[config.mk]
export PLATFORM = sky130hd
export DESIGN_NAME = srnf_node_out
export DESIGN_NICKNAME = d
export VERILOG_FILES = /design/src/hdl/srnf_pkg.sv /design/src/hdl/srnf_node_out.sv
export SDC_FILE = /design/constraint.sdc
export NUM_CORES = 1
export LEC_CHECK = 0
export BUFFER_PORTS_ARGS = -buffer_cell sky130_fd_sc_hd__buf_2
export CAP_MARGIN = 20
export CORE_ASPECT_RATIO = 2
export CORE_MARGIN = 3
export CORE_UTILIZATION = 51
export CTS_CLUSTER_DIAMETER = 30
export DETAILED_ROUTE_END_ITERATION = 12
export GPL_TIMING_DRIVEN = 0
export HOLD_SLACK_MARGIN = 0.05
export PLACE_DENSITY = 0.87
export SYNTH_ARGS = -nofsm -noshare
export SYNTH_HDL_FRONTEND = slang
export SYNTH_SLANG_ARGS = --single-unit
[constraint.sdc]
create_clock -name clk -period 8.96 [get_ports clk]
set_clock_uncertainty 0.05 [all_clocks]
set_input_delay 0.896 -clock clk [delete_from_list [all_inputs] [get_ports clk]]
set_output_delay 0.896 -clock clk [all_outputs]
set_load 0.005 [all_outputs]
[src/hdl/srnf_pkg.sv]
// ============================================================================
// srnf_pkg
// Shared types and constants of the stream raster node finder: field widths,
// register indexes, D8 step tables and the words passed between stages.
// ============================================================================
package srnf_pkg;

    localparam int DIR_BITS      = 5;
    localparam int FIELD_BITS    = 16;
    localparam int CELL_COL_BITS = 12;
    localparam int COUNT_BITS    = 4;
    localparam int TRIB_SLOTS    = 4;
    localparam int IN_DATA_BITS  = 24;
    localparam int OUT_DATA_BITS = 136;
    localparam int APB_ADDR_BITS = 4;
    localparam int APB_DATA_BITS = 32;

    // register indexes, taken from paddr[3:2]
    localparam logic [1:0] REG_ROW_COUNT    = 2'd0;
    localparam logic [1:0] REG_COLUMN_COUNT = 2'd1;
    localparam logic [1:0] REG_STREAM_LIMIT = 2'd2;

    // D8 row and column steps, index 1 = NE counter-clockwise to 8 = E
    localparam logic signed [1:0] STEP_ROW [0:8] = '{
        2'sb00, 2'sb11, 2'sb11, 2'sb11, 2'sb00, 2'sb01, 2'sb01, 2'sb01, 2'sb00
    };
    localparam logic signed [1:0] STEP_COL [0:8] = '{
        2'sb00, 2'sb01, 2'sb00, 2'sb11, 2'sb11, 2'sb11, 2'sb00, 2'sb01, 2'sb01
    };

    // direction a neighbor must carry to drain into the center cell
    localparam logic [DIR_BITS-1:0] DIR_OPPOSITE [1:8] = '{
        5'd5, 5'd6, 5'd7, 5'd8, 5'd1, 5'd2, 5'd3, 5'd4
    };

    // position of the cell reported for one word
    typedef struct packed {
        logic        frame_last;
        logic        have_q;
        logic [15:0] qr;
        logic [15:0] qc;
    } pos_tag_t;

    // neighborhood result ahead of the frame counters
    typedef struct packed {
        logic                                frame_last;
        logic                                produce;
        logic [FIELD_BITS-1:0]               row;
        logic [CELL_COL_BITS-1:0]            col;
        logic [FIELD_BITS-1:0]               own_label;
        logic [FIELD_BITS-1:0]               downstream_label;
        logic [COUNT_BITS-1:0]               inflow_count;
        logic [TRIB_SLOTS-1:0][FIELD_BITS-1:0] tributary;
        logic                                trib_overflow;
    } node_t;

endpackage

[src/hdl/srnf_node_out.sv]
// ============================================================================
// srnf_node_out
// Spring and outlet counters, error flag and the output word register.
// ============================================================================
module srnf_node_out
    import srnf_pkg::*;
(
    input  logic                     clk,
    input  logic                     rst_n,
    input  logic                     in_valid,
    output logic                     in_ready,
    input  node_t                    in_node,
    input  logic [15:0]              stream_limit,
    input  logic                     restart,
    output logic                     m_axis_tvalid,
    input  logic                     m_axis_tready,
    output logic [OUT_DATA_BITS-1:0] m_axis_tdata
);

    logic                     o_valid_reg;
    logic                     o_valid_next;
    logic [OUT_DATA_BITS-1:0] o_data_reg;
    logic [15:0]              spring_total_reg;
    logic [15:0]              spring_total_next;
    logic [15:0]              outlet_total_reg;
    logic [15:0]              outlet_total_next;

    logic                     o_free;
    logic                     take;
    logic                     err;
    logic                     is_spring;
    logic [OUT_DATA_BITS-1:0] word;

    assign o_free   = !o_valid_reg || m_axis_tready;
    assign in_ready = o_free;
    assign take     = in_valid && o_free;
    assign is_spring = in_node.inflow_count == '0;

    always_comb
    begin
        err               = in_node.trib_overflow;
        spring_total_next = spring_total_reg;
        outlet_total_next = outlet_total_reg;
        if (take && in_node.produce)
        begin
            if (in_node.own_label != in_node.downstream_label)
            begin
                if (outlet_total_reg >= stream_limit)
                    err = 1'b1;
                else if (in_node.downstream_label == '0)
                    outlet_total_next = outlet_total_reg + 16'd1;
            end
            if (is_spring)
            begin
                if (spring_total_reg >= stream_limit)
                    err = 1'b1;
                else
                    spring_total_next = spring_total_reg + 16'd1;
            end
        end
        // drop the frame totals once the last cell has been counted
        if (restart || (take && in_node.frame_last))
        begin
            spring_total_next = '0;
            outlet_total_next = '0;
        end
        o_valid_next = o_free ? (in_valid && in_node.produce) : o_valid_reg;
        word = {6'b0, err,
                in_node.tributary[3], in_node.tributary[2],
                in_node.tributary[1], in_node.tributary[0],
                in_node.inflow_count, is_spring,
                in_node.downstream_label, in_node.own_label,
                in_node.col, in_node.row};
    end

    always_ff @(posedge clk or negedge rst_n)
    begin
        if (!rst_n)
        begin
            o_valid_reg      <= 1'b0;
            spring_total_reg <= '0;
            outlet_total_reg <= '0;
        end
        else
        begin
            o_valid_reg      <= o_valid_next;
            spring_total_reg <= spring_total_next;
            outlet_total_reg <= outlet_total_next;
        end
    end

    always_ff @(posedge clk)
    begin
        if (take)
            o_data_reg <= word;
    end

    assign m_axis_tvalid = o_valid_reg;
    assign m_axis_tdata  = o_data_reg;

endmodule

==> flow_summary.json <==
{
  "synthToLayoutAreaGrowth_pct": 33.7,
  "worstMarginPinSlew_ps": 867,
  "synth_most_common_cell": "edfxtp_1",
  "clockBufferDepth": 2,
  "run_status": "finished clean",
  "fin_area_um2": 8920,
  "post_cts_buffers": 0,
  "cts_buffers": 17,
  "drcViolationCount": 0,
  "critical_path_arrival_ps": 3480,
  "hold_buffers": 0,
  "setup_viol": 0,
  "worst_hold_path_type": "in2async",
  "clk-insertion-delay-late_ps": 410,
  "wl_per_cell_um": 21.5,
  "placed_area_um2": 8330,
  "start_kind": "input port",
  "synth-main-ff-cell": "edfxtp_1",
  "nFillCells": 872,
  "synth_edf_count": 130,
  "grt_max_degree": 71,
  "num_rows": 58,
  "utilization_pct": 70.3,
  "clkTransAtPathRegs_ps": 70,
  "cp-end-kind": "flop",
  "cts_tree": "built",
  "hold_viol_final": 0,
  "coreArea_um2": 12700,
  "gr-total-overflow": 0,
  "drtIter0Drc": 349,
  "ys_warn_count": 0,
  "portBuffers": 283,
  "maxCapViolations": 0,
  "dr.pass1.iters": 5,
  "post_cts_resized": 0,
  "crit_path_cell_trace": "buf_2 -> nand2b_1 -> and2_4 -> nand3_1 -> or4b_4 -> buf_6 -> clkbuf_1 -> o31ai_1 -> a21oi_1",
  "r2r_cells": 8,
  "die_area_um2": 14600,
  "crit_type": "in2reg",
  "nets": 942,
  "final_max_slew_viol_count": 0,
  "grt_pass1_wl_um": 28400,
  "critPathTopFamily": "simple AND/OR/NAND/NOR gates",
  "cp_max_fo": 64,
  "cp.buffers_inverters": 3,
  "syn_area_um2": 6680,
  "wirelength_um": 19900,
  "drt.antenna.violating_nets": 0,
  "dp_hpwl_um": 15300,
  "rsz0062_at_grt": "no",
  "drive_gt1_share_pct": 42.8,
  "r2r_start": "m_axis_tvalid$_DFFE_PN0N_",
  "power_density_nw_per_um2": 193,
  "syn_avg_cell_area_um2": 14.9,
  "cts_sinks": 163,
  "cp_slowest_stage_delay_ps": 740,
  "synth_common_cells": "edfxtp_1 (130), a21oi_1 (35), ha_1 (34)",
  "syn_inst": 448,
  "synth_area_leader_cell": "edfxtp_1",
  "p_leak_nw": 3.92,
  "grt_use_total_pct": 26.4,
  "worstPathRequired_ps": 9180,
  "htreeDepth": 4,
  "async_flop_share_pct": 20.2,
  "via_count": 5188,
  "die_y_um": 168,
  "slew_headroom_pct": 42.2,
  "finalCriticalPeriod_ps": 3260,
  "start_util_pct": 52.6,
  "ys_seq_area_share_pct": 70.9,
  "cts-root-buf": "clkbuf_16",
  "synth_seq_cells": 163,
  "peakVddDrop_uv": 181,
  "cp_slowest_cell": "and2_4",
  "ioPinCount": 290,
  "rrSetupSlack_ps": 5890,
  "yosys.area.top_type_share_pct": 58.5,
  "die_w_um": 86.9,
  "via_per_inst": 5.62,
  "yosys-top-cells-area": "edfxtp_1 (58%), dfrtp_1 (12%), ha_1 (6.4%)",
  "reg2reg_to": "spring_total_reg[4]$_DFFE_PN0P_",
  "ys_types": 43,
  "place_congestion": 0.943,
  "min_period_over_period_pct": 36.4,
  "grt_antenna_before_repair": 6,
  "largest_register_ffs": 130,
  "fmax_ghz": 0.307,
  "tns_ps": 0,
  "grt_pass1_vias": 5189
}
==> cells by family after synthesis <==
logic type,synth area share [%]
xor+xnor,2.36
compound gates,7.70
simple gates,9.65
flops,70.9
buf+inv,2.70
mux,0.300
fa+ha+maj,6.37
other cells,0.0562
==> report_power, final <==
part / internal [mW] / switching (mW)
Clock: 0.373 / 0.332
Combinational: 0.0606 / 0.0784
Sequential: 0.866 / 0.0105
==> per-stage QoR <==
| step | total power [mW] | hold WS (ps) | cells | setup slack [ps] |
|---|---|---|---|---|
| 4_1_cts | 1.73 | 519 | 919 | 5700 |
| 5_1_grt | 1.78 | 521 | 922 | 5520 |
| 3_3_place_gp | 1.03 | 501 | 886 | 1950 |
| 3_5_place_dp | 1.03 | 510 | 887 | 5270 |
| 6_report | 1.72 | 502 | 923 | 5700 |
| 2_1_floorplan | 0.936 | 474 | 453 | 3150 |
==> worst reg2reg max path: stages, from the launching register on <==
cell and delay [ps]:
dfrtp_1 410, nand2b_1 170, and2_4 740, nand3_1 200, or4b_4 550, buf_6 160
clkbuf_1 250, o31ai_1 300, a21oi_1 100
==> cell usage in the layout (no fill, tap or decap), types with 13 or more instances in the layout <==
| cell type | instances |
|---|---|
| o21ai_0 | 18 |
| nand3_1 | 15 |
| clkbuf_16 | 17 |
| xor2_1 | 16 |
| edfxtp_1 | 130 |
| nand2_1 | 25 |
| dfrtp_1 | 33 |
| ha_1 | 34 |
| a21oi_1 | 35 |
| or4_1 | 13 |
| buf_2 | 283 |
| inv_1 | 24 |
==> cell type report <==
cell class                 instances  area (um2)  area share [%]
multi-input combinational        250        1790            20.0
clock inverter                    15         159            1.78
antenna                            4        10.0           0.112
timing repair buffer             284        1440            16.2
sequential                       163        4730            53.0
tap                              150         188            2.10
inverter                          24        90.1            1.01
buffer                            16        90.1            1.01
clock buffer                      17         425            4.77
==> worst max-delay path by stage <==
| stage | from | end | cells past startpoint |
|---|---|---|---|
| after floorplan | m_axis_tready | spring_total_reg[5]$_DFFE_PN0P_ | 7 |
| after global placement | m_axis_tready | spring_total_reg[4]$_DFFE_PN0P_ | 9 |
| after detailed placement | m_axis_tready | spring_total_reg[4]$_DFFE_PN0P_ | 9 |
| after CTS | m_axis_tready | spring_total_reg[4]$_DFFE_PN0P_ | 9 |
| after global routing | m_axis_tready | spring_total_reg[4]$_DFFE_PN0P_ | 9 |
| final | m_axis_tready | spring_total_reg[4]$_DFFE_PN0P_ | 9 |
==> metal layers <==
| metal | wire (um) | track usage [%] |
|---|---|---|
| met5 | 30 | 0 |
| met4 | 464 | 9.70 |
| met3 | 2280 | 11.3 |
| met2 | 10800 | 46.9 |
| met1 | 6300 | 26.6 |
No activity file was read; power rests on OpenSTA's default activity.
