### src/hdl/srnf_pkg.sv
// ============================================================================
// srnf_pkg
// Shared types and constants of the stream raster node finder: field widths,
// register indexes, D8 step tables and the words passed between stages.
// ============================================================================
package srnf_pkg;

    localparam int DIR_BITS      = 5;
    localparam int FIELD_BITS    = 16;
    localparam int CELL_COL_BITS = 12;
    localparam int COUNT_BITS    = 4;
    localparam int TRIB_SLOTS    = 4;
    localparam int IN_DATA_BITS  = 24;
    localparam int OUT_DATA_BITS = 136;
    localparam int APB_ADDR_BITS = 4;
    localparam int APB_DATA_BITS = 32;

    // register indexes, taken from paddr[3:2]
    localparam logic [1:0] REG_ROW_COUNT    = 2'd0;
    localparam logic [1:0] REG_COLUMN_COUNT = 2'd1;
    localparam logic [1:0] REG_STREAM_LIMIT = 2'd2;

    // D8 row and column steps, index 1 = NE counter-clockwise to 8 = E
    localparam logic signed [1:0] STEP_ROW [0:8] = '{
        2'sb00, 2'sb11, 2'sb11, 2'sb11, 2'sb00, 2'sb01, 2'sb01, 2'sb01, 2'sb00
    };
    localparam logic signed [1:0] STEP_COL [0:8] = '{
        2'sb00, 2'sb01, 2'sb00, 2'sb11, 2'sb11, 2'sb11, 2'sb00, 2'sb01, 2'sb01
    };

    // direction a neighbor must carry to drain into the center cell
    localparam logic [DIR_BITS-1:0] DIR_OPPOSITE [1:8] = '{
        5'd5, 5'd6, 5'd7, 5'd8, 5'd1, 5'd2, 5'd3, 5'd4
    };

    // position of the cell reported for one word
    typedef struct packed {
        logic        frame_last;
        logic        have_q;
        logic [15:0] qr;
        logic [15:0] qc;
    } pos_tag_t;

    // neighborhood result ahead of the frame counters
    typedef struct packed {
        logic                                frame_last;
        logic                                produce;
        logic [FIELD_BITS-1:0]               row;
        logic [CELL_COL_BITS-1:0]            col;
        logic [FIELD_BITS-1:0]               own_label;
        logic [FIELD_BITS-1:0]               downstream_label;
        logic [COUNT_BITS-1:0]               inflow_count;
        logic [TRIB_SLOTS-1:0][FIELD_BITS-1:0] tributary;
        logic                                trib_overflow;
    } node_t;

endpackage

### src/hdl/srnf_window.sv
// ============================================================================
// srnf_window
// 3x3 window of cells and the neighborhood logic: inflowing neighbors,
// tributary labels in D8 order and the downstream label.
// ============================================================================
module srnf_window
    import srnf_pkg::*;
#(
    parameter int LW       = 16,
    parameter int CNT_BITS = 13
)
(
    input  logic                     clk,
    input  logic                     rst_n,
    input  logic                     in_valid,
    output logic                     in_ready,
    input  logic [2:0][LW-1:0]       in_lab,
    input  logic [2:0][DIR_BITS-1:0] in_dir,
    input  pos_tag_t                 in_tag,
    input  logic [15:0]              rows,
    input  logic [CNT_BITS-1:0]      cols,
    output logic                     out_valid,
    input  logic                     out_ready,
    output node_t                    out_node
);

    // [column][row], column 0 = west, row 0 = north
    logic [2:0][2:0][LW-1:0]       win_lab_reg;
    logic [2:0][2:0][DIR_BITS-1:0] win_dir_reg;
    logic                          w_valid_reg;
    logic                          w_valid_next;
    pos_tag_t                      w_tag_reg;
    logic                          c_valid_reg;
    logic                          c_valid_next;
    node_t                         c_node_reg;

    logic c_free;
    logic w_adv;
    logic shift;

    logic                top_ok;
    logic                bot_ok;
    logic                left_ok;
    logic                right_ok;
    logic [LW-1:0]       nb_lab [1:8];
    logic [DIR_BITS-1:0] nb_dir [1:8];
    logic [8:1]          nb_ok;
    logic [8:1]          inflow;
    logic [COUNT_BITS-1:0]                 cnt;
    logic [TRIB_SLOTS-1:0][FIELD_BITS-1:0] trib;
    logic [LW-1:0]       own;
    logic [DIR_BITS-1:0] own_dir;
    logic [DIR_BITS-1:0] abs_dir;
    logic [FIELD_BITS-1:0] down;
    node_t               node;

    assign c_free   = !c_valid_reg || out_ready;
    assign w_adv    = w_valid_reg && c_free;
    assign in_ready = !w_valid_reg || c_free;
    assign shift    = in_valid && in_ready;

    always_comb
    begin
        int ri;
        int ci;
        logic rok;
        logic cok;
        logic [3:0] rank;
        top_ok   = w_tag_reg.qr != '0;
        bot_ok   = ({1'b0, w_tag_reg.qr} + 17'd1) < {1'b0, rows};
        left_ok  = w_tag_reg.qc != '0;
        right_ok = ({1'b0, w_tag_reg.qc} + 17'd1) < 17'(cols);
        cnt  = '0;
        trib = '0;
        rank = '0;
        down = '0;
        own     = win_lab_reg[1][1];
        own_dir = win_dir_reg[1][1];
        abs_dir = own_dir[DIR_BITS-1] ? (~own_dir + 5'd1) : own_dir;
        for (int d = 1; d <= 8; d++)
        begin
            ri = 1 + int'(STEP_ROW[d]);
            ci = 1 + int'(STEP_COL[d]);
            nb_lab[d] = win_lab_reg[ci][ri];
            nb_dir[d] = win_dir_reg[ci][ri];
            if (STEP_ROW[d] == 2'sb11)
                rok = top_ok;
            else if (STEP_ROW[d] == 2'sb01)
                rok = bot_ok;
            else
                rok = 1'b1;
            if (STEP_COL[d] == 2'sb11)
                cok = left_ok;
            else if (STEP_COL[d] == 2'sb01)
                cok = right_ok;
            else
                cok = 1'b1;
            nb_ok[d]  = rok && cok;
            inflow[d] = nb_ok[d] && (nb_lab[d] != '0) && (nb_dir[d] == DIR_OPPOSITE[d]);
            cnt = cnt + COUNT_BITS'(inflow[d]);
            if (inflow[d])
            begin
                if (rank < 4'd4)
                    trib[rank[1:0]] = FIELD_BITS'(nb_lab[d]);
                rank = rank + 4'd1;
            end
            // a direction magnitude above 8 matches no neighbor
            if ((abs_dir == DIR_BITS'(d)) && nb_ok[d] && (nb_lab[d] != '0))
                down = FIELD_BITS'(nb_lab[d]);
        end
        if (cnt < 4'd2)
            trib = '0;
        node.frame_last       = w_tag_reg.frame_last;
        node.produce          = w_tag_reg.have_q && (own != '0);
        node.row              = w_tag_reg.qr;
        node.col              = w_tag_reg.qc[CELL_COL_BITS-1:0];
        node.own_label        = FIELD_BITS'(own);
        node.downstream_label = down;
        node.inflow_count     = cnt;
        node.tributary        = trib;
        node.trib_overflow    = cnt > 4'd4;
    end

    always_comb
    begin
        if (shift)
            w_valid_next = 1'b1;
        else if (w_adv)
            w_valid_next = 1'b0;
        else
            w_valid_next = w_valid_reg;
        if (w_adv)
            c_valid_next = 1'b1;
        else if (out_ready)
            c_valid_next = 1'b0;
        else
            c_valid_next = c_valid_reg;
    end

    always_ff @(posedge clk or negedge rst_n)
    begin
        if (!rst_n)
        begin
            w_valid_reg <= 1'b0;
            c_valid_reg <= 1'b0;
        end
        else
        begin
            w_valid_reg <= w_valid_next;
            c_valid_reg <= c_valid_next;
        end
    end

    always_ff @(posedge clk)
    begin
        if (shift)
        begin
            win_lab_reg[0] <= win_lab_reg[1];
            win_lab_reg[1] <= win_lab_reg[2];
            win_lab_reg[2] <= in_lab;
            win_dir_reg[0] <= win_dir_reg[1];
            win_dir_reg[1] <= win_dir_reg[2];
            win_dir_reg[2] <= in_dir;
            w_tag_reg      <= in_tag;
        end
        if (w_adv)
            c_node_reg <= node;
    end

    assign out_valid = c_valid_reg;
    assign out_node  = c_node_reg;

endmodule

### config.mk
export PLATFORM = sky130hd
export DESIGN_NAME = srnf_window
export DESIGN_NICKNAME = d
export VERILOG_FILES = /design/src/hdl/srnf_pkg.sv /design/src/hdl/srnf_window.sv
export SDC_FILE = /design/constraint.sdc
export NUM_CORES = 1
export LEC_CHECK = 0
export BUFFER_PORTS_ARGS = -buffer_cell sky130_fd_sc_hd__buf_4
export CAP_MARGIN = 0
export CORE_MARGIN = 2
export CORE_UTILIZATION = 53
export DETAILED_ROUTE_END_ITERATION = 8
export PLACE_DENSITY = 0.77
export SYNTH_ARGS = -nofsm -noshare
export SYNTH_HDL_FRONTEND = slang
export SYNTH_SLANG_ARGS = --single-unit
### constraint.sdc
create_clock -name clk -period 7.43 [get_ports clk]
set_input_delay 0.743 -clock clk [delete_from_list [all_inputs] [get_ports clk]]
set_output_delay 0.743 -clock clk [all_outputs]
set_load 0.05 [all_outputs]
==> run_results.csv <==
group,metric,value,unit
status,status,"finished clean",
sta,setup_violations,0,
power_and_ir_drop,switching_share,0.2617,
placement,gp_congestion,0.9561,
route,drt-initial-drc-count,2002,
synth,synth.area.top_cells,"edfxtp_1, mux2i_1, ha_1",
route,top_layer,"met4",
clock_tree,numCtsBuffers,39,
global_routing,overflow,0,
synth,synth.largest_area_cell,"edfxtp_1",
run,cap_violations,0,
worst_setup_path,worstSetupStartpointType,"flop",
die,fp.dieH,191.4,µm
worst_setup_path,cp_max_fo,80,
clock_tree,cts_tree,"done",
synth,ys_ff_latch,356,
power_and_ir_drop,power_density,224.4,mW/mm²
sta,fmax,143.3,MHz
worst_setup_path,r2r_setup_slack,450,ps
min_path,hold_path_class,"input port to flop",
finish,largest_reg_flops,131,
die,design.die.area,0.03663,mm²
route,detail_route.vias_per_cell,6.526,
global_routing,track_usage,0.3057,
finish,mostFrequentLayoutCells,"edfxtp_1, buf_4, nand2_1, nand3_1, nor2_1",
die,core_area,0.03454,mm²
synth,syn_nets,1702,
finish,final_common_cell,"edfxtp_1",
finish,diodes,0,
synth,netlist_instances,1515,
worst_setup_path,cpLargestDelayFamily,"adder cells",
synth,yosysTopAreaCellShare,0.5712,
clock_tree,insertion_delay,540,ps
route,met2_length,25.27,mm
sta,setup-tns-final,0,ps
power_and_ir_drop,p_clk_frac,0.384,
sta,finClkSkew,25.05,ps
die,rows,68,
clock_tree,cts_root_buf,"clkbuf_16",
worst_setup_path,crit_path_cell_trace,"ha_1, nand3_1, nor3_1, nand2_1, xnor2_1, ha_1, and3_1, a221o_1, a221oi_2, o211ai_4, nor4_4, inv_1, fa_1, inv_1, fa_1, ha_1, fa_1, xor2_1, or3_2, buf_6, o211ai_1, mux2i_1",
power_and_ir_drop,leakagePower,8.969,nW
global_routing,grt_pass1_wl,84.17,mm
sta,rsz0062_at_grt,"no",
placement,portBuffers,262,
sta,worst_slew_margin_rel,0.09005,
clock_tree,cts.sinks,356,
synth,synth_edf_count,354,
global_routing,grt_max_degree,159,
sta,worstMarginPinSlew,1352,ps
clock_tree,path_clk_slew,60,ps
finish,drive_gt1_frac,0.2310,
global_routing,grt_antenna_before_repair,0,
die,ios,263,
power_and_ir_drop,seqPwrFrac,0.502,
power_and_ir_drop,p_comb_frac,0.115,
sta,post-route-min-period,6979,ps
finish,nets,1952,
synth,ys_types,85,
synth,synthFlopType,"edfxtp_1",
power_and_ir_drop,power.internal,0.003720,W
synth,seq_area_frac_synth,0.5739,
route,drtPass1Iterations,8,
route,drc,0,
synth,synth-warning-count,0,
synth,netlist_area,0.01861,mm²
power_and_ir_drop,power,0.005038,W
route,m1WireLength,22.50,mm
route,drt-total-wl,56.45,mm
worst_setup_path,critPathArrivalTime,7250,ps
worst_setup_path,critical-path-slowest-cell,"nor4_4",
sta,drv_slew,0,
route,vias,14670,
worst_setup_path,criticalPathCategory,"flop to flop",
placement,dp_cells,2171,
clock_tree,htreeDepth,2,
worst_setup_path,slowest_delay,540,ps
route,wl_met3,6.573,mm
sta,hold_slack,373.4,ps
synth,avgSynthCellArea,12.28,µm²
sta,post-route-period-util,0.9393,
worst_setup_path,setup.worst_path.end_class,"flop",
worst_setup_path,worstPathRequired,7700,ps
worst_setup_path,cp_num_buf_inv,3,
power_and_ir_drop,vdd_ir_drop_max,213.1,µV
route,wl_per_cell,25.12,µm
synth,async_flop_share,0.005618,
die,start_util,0.5387,
finish,stdcell_count,2247,
clock_tree,cts_buffer_depth,3,
route,ant_nets,0,
power_and_ir_drop,switching_power,0.001319,W
die,die_w,191.4,µm
finish,syn2layout_area_growth,20.65,%
global_routing,grt_pass1_vias,14280,
sta,hold_viol,0,
placement,place_hpwl,38.57,mm
-- synthesized netlist by cell type (6+ instances only) --
master      n
a21oi_1    23
nand4_1    20
and2_1      6
nor2_1     85
nor3_1     16
a311oi_1   16
a221o_1    33
buf_6       6
nand3_1   100
nor4_2      6
and4_1     10
xnor2_1    24
inv_1      75
edfxtp_1  354
o211ai_1   51
ha_1       53
nor4_1     39
a211oi_1   20
xor2_1      8
a222oi_1   16
nand2b_1   25
a31oi_1    15
nand2_1   135
and3_1     14
a22oi_1    12
a221oi_1   36
a211o_1    49
clkbuf_1   79
mux2i_1    78
o21ai_0    15
-- final cells by class --
| cell class | count | area (µm²) |
|---|---|---|
| clock buffer | 45 | 1041 |
| clock inverter | 23 | 222.7 |
| fill | 2646 | 12090 |
| inverter | 79 | 297.8 |
| multi-input combinational | 987 | 7315 |
| sequential | 356 | 10680 |
| tap | 455 | 569.3 |
| timing repair buffer | 302 | 2327 |
-- kinds of logic (layout without fill, tap and decap cells) --
| group | count (synthesis) | after routing | share of synthesized area |
|---|---|---|---|
| and+or+nand+nor | 488 | 488 | 0.1401 |
| muxes | 80 | 80 | 0.04330 |
| buffers and inverters | 172 | 449 | 0.03839 |
| adders and majority gates | 57 | 57 | 0.03994 |
| AOI/OAI and AO/OA | 326 | 326 | 0.1458 |
| xor gates and xnor gates | 36 | 36 | 0.01856 |
| DFF | 356 | 356 | 0.5739 |
-- path summary, 6_finish.rpt --
kind                           start            end  cells past startpoint
setup / recovery           node[113]   out_node[63]                     22
hold / removal             in_lab[8]    nb_lab[120]                      1
setup reg to reg           node[113]   out_node[63]                     22
hold reg to reg            node[130]  out_node[130]                      0
max in group asynchronous      rst_n      out_valid                      2
min in group asynchronous      rst_n    w_valid_reg                      2
-- metal layers --
metal | up-vias | global-route usage
met5 | - | 0
met4 | 0 | 0.1198
met3 | 168 | 0.07509
met2 | 981 | 0.4676
met1 | 7033 | 0.4207
li1 | 6483 | -
-- repair_timing --
| action | 4_1_cts | 5_1_grt |
|---|---|---|
| setup buffers | 0 | 7 |
| endpoints found under the setup margin | 0 | 63 |
| gates resized for setup | 0 | 7 |
| endpoints found under the hold margin | 2 | 0 |
| hold buffers | 1 | 0 |
-- power groups by stage --
stage	registers, W	clock network [W]	logic, W
final	0.00253	0.00193	0.000578
after floorplan	0.00270	0	0.000193
after detailed placement	0.00256	0	0.000575
after CTS	0.00252	0.00195	0.000577
after global placement	0.00256	0	0.000564
after global routing	0.00254	0.00203	0.000611
-- through the flow --
step           area (µm²)  utilization  worst slack (ps)
2_1_floorplan       18610            -             450.8
3_3_place_gp        21060       0.6096             359.1
3_5_place_dp        21060       0.6096             220.6
4_1_cts             22330       0.6465             202.4
5_1_grt             22450       0.6500             2.860
6_report            22450       0.6500             450.7
No activity file was read; power rests on OpenSTA's default activity.
